**config.mk**
```make
export PLATFORM = sky130hd
export DESIGN_NAME = pcmv_ram
export DESIGN_NICKNAME = d
export VERILOG_FILES = /design/src/rtl/per_cell_majority_vote_core_defines.svh /design/src/rtl/pcmv_ram.sv
export SDC_FILE = /design/constraint.sdc
export NUM_CORES = 1
export LEC_CHECK = 0
export ABC_AREA = 1
export BUFFER_PORTS_ARGS = -buffer_cell sky130_fd_sc_hd__buf_4
export CORE_MARGIN = 8
export CORE_UTILIZATION = 45
export DETAILED_ROUTE_END_ITERATION = 6
export SETUP_SLACK_MARGIN = 0.3
export SLEW_MARGIN = 20
export SYNTH_ARGS = -nofsm -noshare
export SYNTH_HDL_FRONTEND = slang
export SYNTH_SLANG_ARGS = --single-unit
```
**constraint.sdc**
```tcl
create_clock -name clk_i -period 2 [get_ports clk_i]
set_input_delay 0.6 -clock clk_i [delete_from_list [all_inputs] [get_ports clk_i]]
set_output_delay 0.6 -clock clk_i [all_outputs]
set_load 0.02 [all_outputs]
```
**src/rtl/per_cell_majority_vote_core_defines.svh**
```systemverilog
`ifndef PER_CELL_MAJORITY_VOTE_CORE_DEFINES_SVH
`define PER_CELL_MAJORITY_VOTE_CORE_DEFINES_SVH

// Same-cycle implication, sampled on clk_i and off while rst_ni is low.
`define PCMV_ASSERT_IMPL(label, ante, cons, msg) \
  label: assert property (@(posedge clk_i) disable iff (!rst_ni) (ante) |-> (cons)) \
    else $error(msg);

// Next-cycle implication, sampled on clk_i and off while rst_ni is low.
`define PCMV_ASSERT_NEXT(label, ante, cons, msg) \
  label: assert property (@(posedge clk_i) disable iff (!rst_ni) (ante) |=> (cons)) \
    else $error(msg);

`endif

```
**src/rtl/pcmv_ram.sv**
```systemverilog
module pcmv_ram #(
  parameter int WIDTH = 8,
  parameter int DEPTH = 16,
  parameter int ADDR_W = (DEPTH > 1) ? $clog2(DEPTH) : 1
) (
  input  logic              clk_i,
  input  logic              we_i,
  input  logic [ADDR_W-1:0] waddr_i,
  input  logic [WIDTH-1:0]  wdata_i,
  input  logic [ADDR_W-1:0] raddr_i,
  output logic [WIDTH-1:0]  rdata_o
);

  logic [WIDTH-1:0] mem_q [DEPTH];
  logic [WIDTH-1:0] rdata_q;

  always_ff @(posedge clk_i) begin
    if (we_i) begin
      mem_q[waddr_i] <= wdata_i;
    end
    rdata_q <= mem_q[raddr_i];
  end

  assign rdata_o = rdata_q;

endmodule

```
==> Yosys cells after proc, flatten, opt, wreduce, memory -nomap -nowiden <==
Memory sizes are Yosys's and may differ from the RTL's. A register that Yosys moved wholly into a read port is not among the register bits.
Index checks and enable logic that the tools add are counted.
{ "classes": {"n_mux": 2} }
{ "op_table": {"columns": ["op", "n"], "rows": [
  ["$mux 1", 2]
]} }
{ "totals": {"reg_bits": 0, "ram_bits": 128, "in_bits": 18, "output_inout_bits": 8, "word_cells": 3, "mem_count": 1} }
{ "memory_table": {"columns": ["memory", "depth", "word_bits", "rd", "rd_clocked_by_memory_dff", "wr", "line", "rtl"], "rows": [
  ["mem_q", 16, 8, 1, 1, 1, "pcmv_ram.sv:14", "logic [WIDTH-1:0] mem_q [DEPTH];"]
]} }

==> Logic depth before layout (Yosys ltp) <==
Gate-level depths: netlist of the first run.
{ "logic_depth": {"word_depth": 2, "depth_mapped": 8, "depth_no_buf": 7} }

==> Least setup slack after synthesis of the first run <==
Ideal clock, no wire load.
{ "synth_timing": {"path_kind": "input to register", "from": "input port waddr_i[2]", "to": "memory mem_q[10][0], enable pin", "setup_ns": 0.370, "arrival_time_ns": 1.181, "t_required_ns": 1.630, "path_slack_ns": 0.449, "path_stages": 2, "n_path_buf": 0, "path_cell_list": "nand3b_1 nor2_1"} }
{ "synth_rtl": {"columns": ["element", "line", "rtl"], "rows": [
  ["start, declared", "pcmv_ram.sv:8", "input logic [ADDR_W-1:0] waddr_i,"],
  ["end, declared", "pcmv_ram.sv:14", null]
]} }
No word-level cell before the write port.

==> Worst setup path in the final report of the first run <==
{ "layout_timing": {"from": "register rdata_q[5], in the netlist rdata_o[5] (read register of mem_q)", "to": "output port rdata_o[5]"} }
{ "layout_rtl": {"columns": ["element", "line", "rtl"], "rows": [
  ["start, declared", "pcmv_ram.sv:15", "logic [WIDTH-1:0] rdata_q;"],
  ["end, declared", "pcmv_ram.sv:11", "output logic [WIDTH-1:0] rdata_o"]
]} }
No word-level cell between the ends.

==> impl_metrics.csv, run 1 <==
group,metric,value,unit
run_status,status,"completed",
worst_setup_path,crit_start,"rdata_o[5]",
finish,area_growth,17.81,%
synthesis,synthDistinctLibCells,12,
worst_setup_path,reg2reg_slack,0.96,ns
global_route,antenna_found_initial,0,
cts,post_cts_resized,0,
cts,cts_root_buffer,"clkbuf_16",
cts,numCtsBuffers,17,
drt,viasPerCell,4.890,
sta,fin_crit,1.523,ns
job,drv_cap,0,
worst_setup_path,r2r_cells,6,
sta,final.setup.worst_slack,0.4768,ns
cts,clk_latency,0.42,ns
pwr,switchingPower,1.513,mW
pwr,p_int,5.035,mW
synthesis,synthMuxAreaShare,0,%
drt,drtPass1Iterations,5,
placement,dp_hpwl,8.544,mm
worst_setup_path,path_buf_inv,1,
cts,cts.hold.buffers_added,0,
sta,final-max-slew-violation-count,0,
worst_setup_path,critPathKind,"reg2out",
cts,tritoncts,"done",
synthesis,syn_area,0.005767,sq mm
synthesis,syn_nets,569,
synthesis,synth.avg_cell_area,10.47,sq um
worst_setup_path,slowest_stage,"dfxtp_1",
cts,cts_max_level,4,
floorplan,ios,26,
placement,dp_slack,0.3207,ns
synthesis,yosysSeqAreaShare,69.43,%
floorplan,start_util,45.88,%
worst_setup_path,path_max_fanout,1,
synthesis,syn-instance-count,551,
finish,antenna_cells,0,
finish,finalNetCount,612,
drt,postRouteAntennaNets,0,
sta,hold_viol,0,
global_route,grt_pass1_wl,21.09,mm
sta,rsz0062_at_grt,"no",
finish,final_core_util,54.06,%
synthesis,ys_ff_latch,136,
synthesis,synth_area_leaders,"edfxtp_1 67%, nand2_1 11%, nand3_1 8.4%",
global_route,grtUsageTotal,17.38,%
pwr,combPwrFrac,6.8,%
synthesis,synth-compound-area-share,0,%
pwr,power_leakage,2.930,nW
floorplan,die_w,129.2,microns
worst_setup_path,worstSetupEndpointType,"output port",
drt,wirelength,13.46,mm
synthesis,synth_top_family_by_area,"simple AND/OR/NAND/NOR gates",
placement,gp_congestion,0.8579,
floorplan,coreArea,0.01257,sq mm
global_route,grt_overflow,0,
sta,whs,0.5176,ns
synthesis,synth.most_common_cell,"nand2_1",
pwr,ir_drop,0.4421,mV
worst_setup_path,cp_slowest_stage_delay,0.35,ns
global_route,grt_pass1_vias,3930,
sta,worst_pin_slew,0.3577,ns
worst_setup_path,r2r_end,"rdata_o[3]",
synthesis,synthArstFlopShare,0,%
sta,fin_crit_sh,76.16,%
drt,route.vias.total,3809,
synthesis,synth_top_area_share,66.65,%
pwr,seqPwrFrac,49.0,%
drt,remaining_drc_errors,0,
drt,drt_iter0_drc,348,
synthesis,ys.flop_type,"edfxtp_1",
synthesis,yosys.area.top_type,"edfxtp_1",
sta,maxSlewHeadroom,76.15,%
synthesis,synthSimpleGateAreaFrac,21.05,%
floorplan,num_rows,41,
pwr,power.density,963.7,mW/mm^2
synthesis,synth_xor_area_share,0,%
cts,postCtsSetupBuffers,0,
sta,max_freq,656.5,MHz
cts,clk_pin_slew,0.06,ns
pwr,p_total,6.547,mW
worst_setup_path,cp-endpoint,"rdata_o[5]",
synthesis,synthAdderAreaFrac,0,%
worst_setup_path,crit_chain,"buf_4",
worst_setup_path,startpoint_type,"register",
placement,portBuffers,25,
synthesis,yosys_warnings,0,
synthesis,synth.top_cells.by_count,"173 x nand2_1, 128 x edfxtp_1, 100 x inv_1, 97 x nand3_1, 17 x nor2_1",
worst_setup_path,crit_required,1.40,ns
synthesis,synth_edf_count,128,
worst_setup_path,r2r-start,"mem_q[7][3]",
pwr,clkPwrFrac,44.3,%
worst_hold_path,hp-class,"in2reg",
floorplan,dieArea,0.01669,sq mm
drt,wire_per_inst,17.27,microns
global_route,grt_start_max_net_pins,65,
finish,drive_gt1_share,13.01,%
sta,tns,0,ns
floorplan,die_h,129.2,microns
worst_setup_path,cp.arrival,0.92,ns
pwr,netSwitchingFraction,23.10,%
worst_setup_path,critPathTopFamily,"flip-flops",
worst_setup_path,cp_num_cells,1,
sta,setup_viol,0,
cts,clock-sinks,136,
cts,clockBufferDepth,2,
sta,skew,0.007169,ns
-- placed cells by master (no fill, tap or decap), types with 5 or more instances in the layout --
cell	Yosys	final
inv_1	100	100
buf_12	0	5
edfxtp_1	128	128
nand3_1	97	97
clkinvlp_4	0	6
nor2_1	17	17
dfxtp_1	8	8
nand2_1	173	173
clkbuf_16	0	17
buf_4	4	43
-- cell families after synthesis --
logic type | Yosys count
buf+inv | 126
flops | 136
simple gates | 289
-- sequential cells by signal (all words and copies together), names as in the netlist --
| register | cells |
|---|---|
| rdata_o | 8 |
| mem_q | 128 |
-- final cells by class --
type | instances | area (sq um)
tap | 172 | 215.2
timing repair buffer | 48 | 422.9
inverter | 102 | 382.9
multi-input combinational | 289 | 1214
clock inverter | 15 | 130.1
clock buffer | 17 | 425.4
fill | 1072 | 5774
sequential | 136 | 4004
-- metrics by stage --
| step | area (sq um) | cells |
|---|---|---|
| after floorplan | 5767 | 551 |
| after global placement | 6238 | 747 |
| after detailed placement | 6238 | 747 |
| after CTS | 6794 | 779 |
| after global routing | 6794 | 779 |
| final | 6794 | 779 |
-- layer usage --
metal  vias to the layer above  wire length [microns]  track usage (%)
met5                         -                      0                0
met4                         0                    470            10.71
met3                        30                    731            3.657
met2                       136                   6406            27.57
met1                      1782                   5847            21.41
li1                       1861                      -                -
-- how the worst min path moves through the flow --
stage,startpoint,to,slack [ns],cells after the start
3_3_place_gp,mem_q[3][5],rdata_o[5],0.67,6
5_1_grt,wdata_i[1],mem_q[6][1],0.52,1
6_report,raddr_i[3],rdata_o[6],0.52,3
2_1_floorplan,mem_q[10][0],rdata_o[0],0.61,6
3_5_place_dp,mem_q[14][4],rdata_o[4],0.67,6
4_1_cts,raddr_i[3],rdata_o[6],0.49,3
-- power groups by stage --
| stage | Combinational [mW] | Clock (mW) | Sequential [mW] |
|---|---|---|---|
| after CTS | 0.447 | 2.94 | 3.21 |
| after detailed placement | 0.444 | 0 | 3.27 |
| after global placement | 0.440 | 0 | 3.27 |
| after floorplan | 0.225 | 0 | 3.28 |
| after global routing | 0.486 | 3.03 | 3.21 |
| final | 0.442 | 2.90 | 3.21 |
Power figures use the tool's default switching activity.
==> run 2: changes to the inputs <==
Clock period 2 ns to 1.45 ns, I/O delays scaled along.
==> run 2 against run 1 <==
Worst hold slack got worse by 0.19 ns. Combinational power rose by 53%. Via count fell by 0.29%. Core utilization rose by 1.4 points. Total power rose by 40%. Setup slack got worse by 0.36 ns. Clock power rose by 41%. Sequential power rose by 38%. Critical endpoint is now rdata_o[3].
==> impl_metrics.csv, run 2 (synthesized netlist as in run 1, its figures left out) <==
group,metric,value,unit
global_route,use_met1,22.28,%
finish,top_register,"mem_q",
drt,drt_iter0_drc,370,
global_route,grtUsageTotal,16.96,%
worst_setup_path,path_max_fanout,1,
worst_setup_path,crit_required,1.02,ns
global_route,use_met3,3.533,%
finish,antenna_cells,0,
global_route,grt_pass1_vias,3738,
run_status,status,"completed",
worst_setup_path,crit_chain,"buf_6",
worst_setup_path,path_buf_inv,1,
cts,clk_latency,0.41,ns
sta,worst_pin_slew,0.3452,ns
sta,rsz0062_at_grt,"yes",
placement,gp_congestion,0.8295,
sta,fin_crit,1.336,ns
cts,postCtsSetupBuffers,0,
finish,nFillCells,1059,
drt,wirelength,13.18,mm
floorplan,ios,26,
worst_hold_path,hp-class,"in2reg",
floorplan,start_util,45.88,%
drt,postRouteAntennaNets,0,
finish,regArea,0.004016,sq mm
worst_setup_path,critPathKind,"reg2out",
worst_setup_path,worstSetupEndpointType,"output port",
placement,portBuffers,25,
worst_setup_path,cp_slowest_stage_delay,0.36,ns
finish,finalNetCount,610,
sta,final-max-slew-violation-count,0,
global_route,grt.met2_usage,26.87,%
pwr,power.density,1318,mW/mm^2
cts,clk_pin_slew,0.06,ns
sta,skew,0.007908,ns
sta,setup_viol,0,
global_route,grt_overflow,0,
floorplan,dieArea,0.01669,sq mm
cts,cts_root_buffer,"clkbuf_16",
cts,cts_max_level,4,
finish,final_core_util,55.49,%
drt,wire_per_inst,16.96,microns
floorplan,coreArea,0.01257,sq mm
cts,clock-sinks,136,
floorplan,die_w,129.2,microns
placement,dp_hpwl,8.518,mm
worst_setup_path,critPathTopFamily,"flip-flops",
cts,numCtsBuffers,17,
drt,viasPerCell,4.888,
finish,drive_gt1_share,18.35,%
cts,tritoncts,"done",
drt,route.vias.total,3798,
floorplan,die_h,129.2,microns
sta,max_freq,748.4,MHz
finish,final_common_cell,"nand2_1",
sta,whs,0.3311,ns
global_route,grt_pass1_wl,20.87,mm
cts,clockBufferDepth,2,
floorplan,num_rows,41,
finish,multiInputGateArea,0.001329,sq mm
sta,fin_crit_sh,92.15,%
drt,remaining_drc_errors,0,
finish,area_growth,20.94,%
job,drv_cap,0,
global_route,grt_start_max_net_pins,39,
worst_setup_path,cp.arrival,0.90,ns
global_route,grt_most_used_layer,"met2",
pwr,ir_drop,0.7883,mV
finish,final_cell_mix,"169 x nand2_1, 128 x edfxtp_1, 99 x inv_1",
pwr,power_leakage,2.954,nW
worst_setup_path,slowest_stage,"dfxtp_4",
worst_setup_path,startpoint_type,"register",
sta,hold_viol,0,
global_route,antenna_found_initial,0,
drt,drtPass1Iterations,5,
finish,largest_reg_flops,128,
sta,maxSlewHeadroom,76.93,%
## run 2: cell count changes in the layout (fill, tap and decap cells not counted), moves of 7 or more
cell and delta:
nor2_2 +8, nor2_4 +9, buf_4 -12, nor2_1 -17, buf_6 +8, dfxtp_1 -8, dfxtp_2 +7
## run 2: repair_timing
action                     in CTS  in global routing
setup endpoints to repair       8                  8
hold endpoints to repair        0                  0
cloned                          0                  0
hold buffers                    0                  0
gates resized for setup        17                  0
## run 2: routing by layer
| metal | up-vias | routed length (microns) |
|---|---|---|
| met5 | - | 0 |
| met4 | 0 | 206 |
| met3 | 19 | 689 |
| met2 | 115 | 6277 |
| met1 | 1808 | 6005 |
| li1 | 1856 | - |
## run 2: layout make-up
class	count	share of cell area [%]
inverters	102	5.490
flip-flops and latches	136	57.59
well taps	172	3.086
multi-input cells	289	19.05
clock buffers	17	6.100
repair buffers	46	6.638
clock inverters	15	2.045
## run 2: power breakdown
part | total (mW) | switching (mW) | internal, mW | leakage, nW
clock network | 4.08 | 1.70 | 2.39 | 0.264
logic | 0.676 | 0.437 | 0.239 | 1.47
registers | 4.43 | 0.0349 | 4.40 | 1.22
## run 2: worst paths after layout
path | start | slack, ns | to | cells after the start
min | raddr_i[3] | 0.33 | rdata_o[6] | 3
min reg2reg | mem_q[6][2] | 0.67 | rdata_o[2] | 6
max | rdata_o[3] | 0.11 | rdata_o[3] | 1
max reg2reg | mem_q[14][5] | 0.42 | rdata_o[5] | 6
## run 2: worst register-to-register path, delay by kind of cell (launching register included)
kind / cells / cell delay, ns
simple gates: 5 / 0.48
flops: 1 / 0.38
buf+inv: 1 / 0.06
## run 2: per-stage QoR
stage / setup slack, ns / TNS, ns / power (mW) / cells / cell area, sq um
2_1_floorplan: 0.1414 / 0 / 4.863 / 551 / 5882
3_3_place_gp: -0.02409 / -0.2600 / 5.165 / 745 / 6364
3_5_place_dp: -0.03505 / -1.350 / 5.171 / 745 / 6364
4_1_cts: 0.09919 / 0 / 9.247 / 777 / 6974
5_1_grt: 0.09338 / 0 / 9.463 / 777 / 6974
6_report: 0.1138 / 0 / 9.195 / 777 / 6974
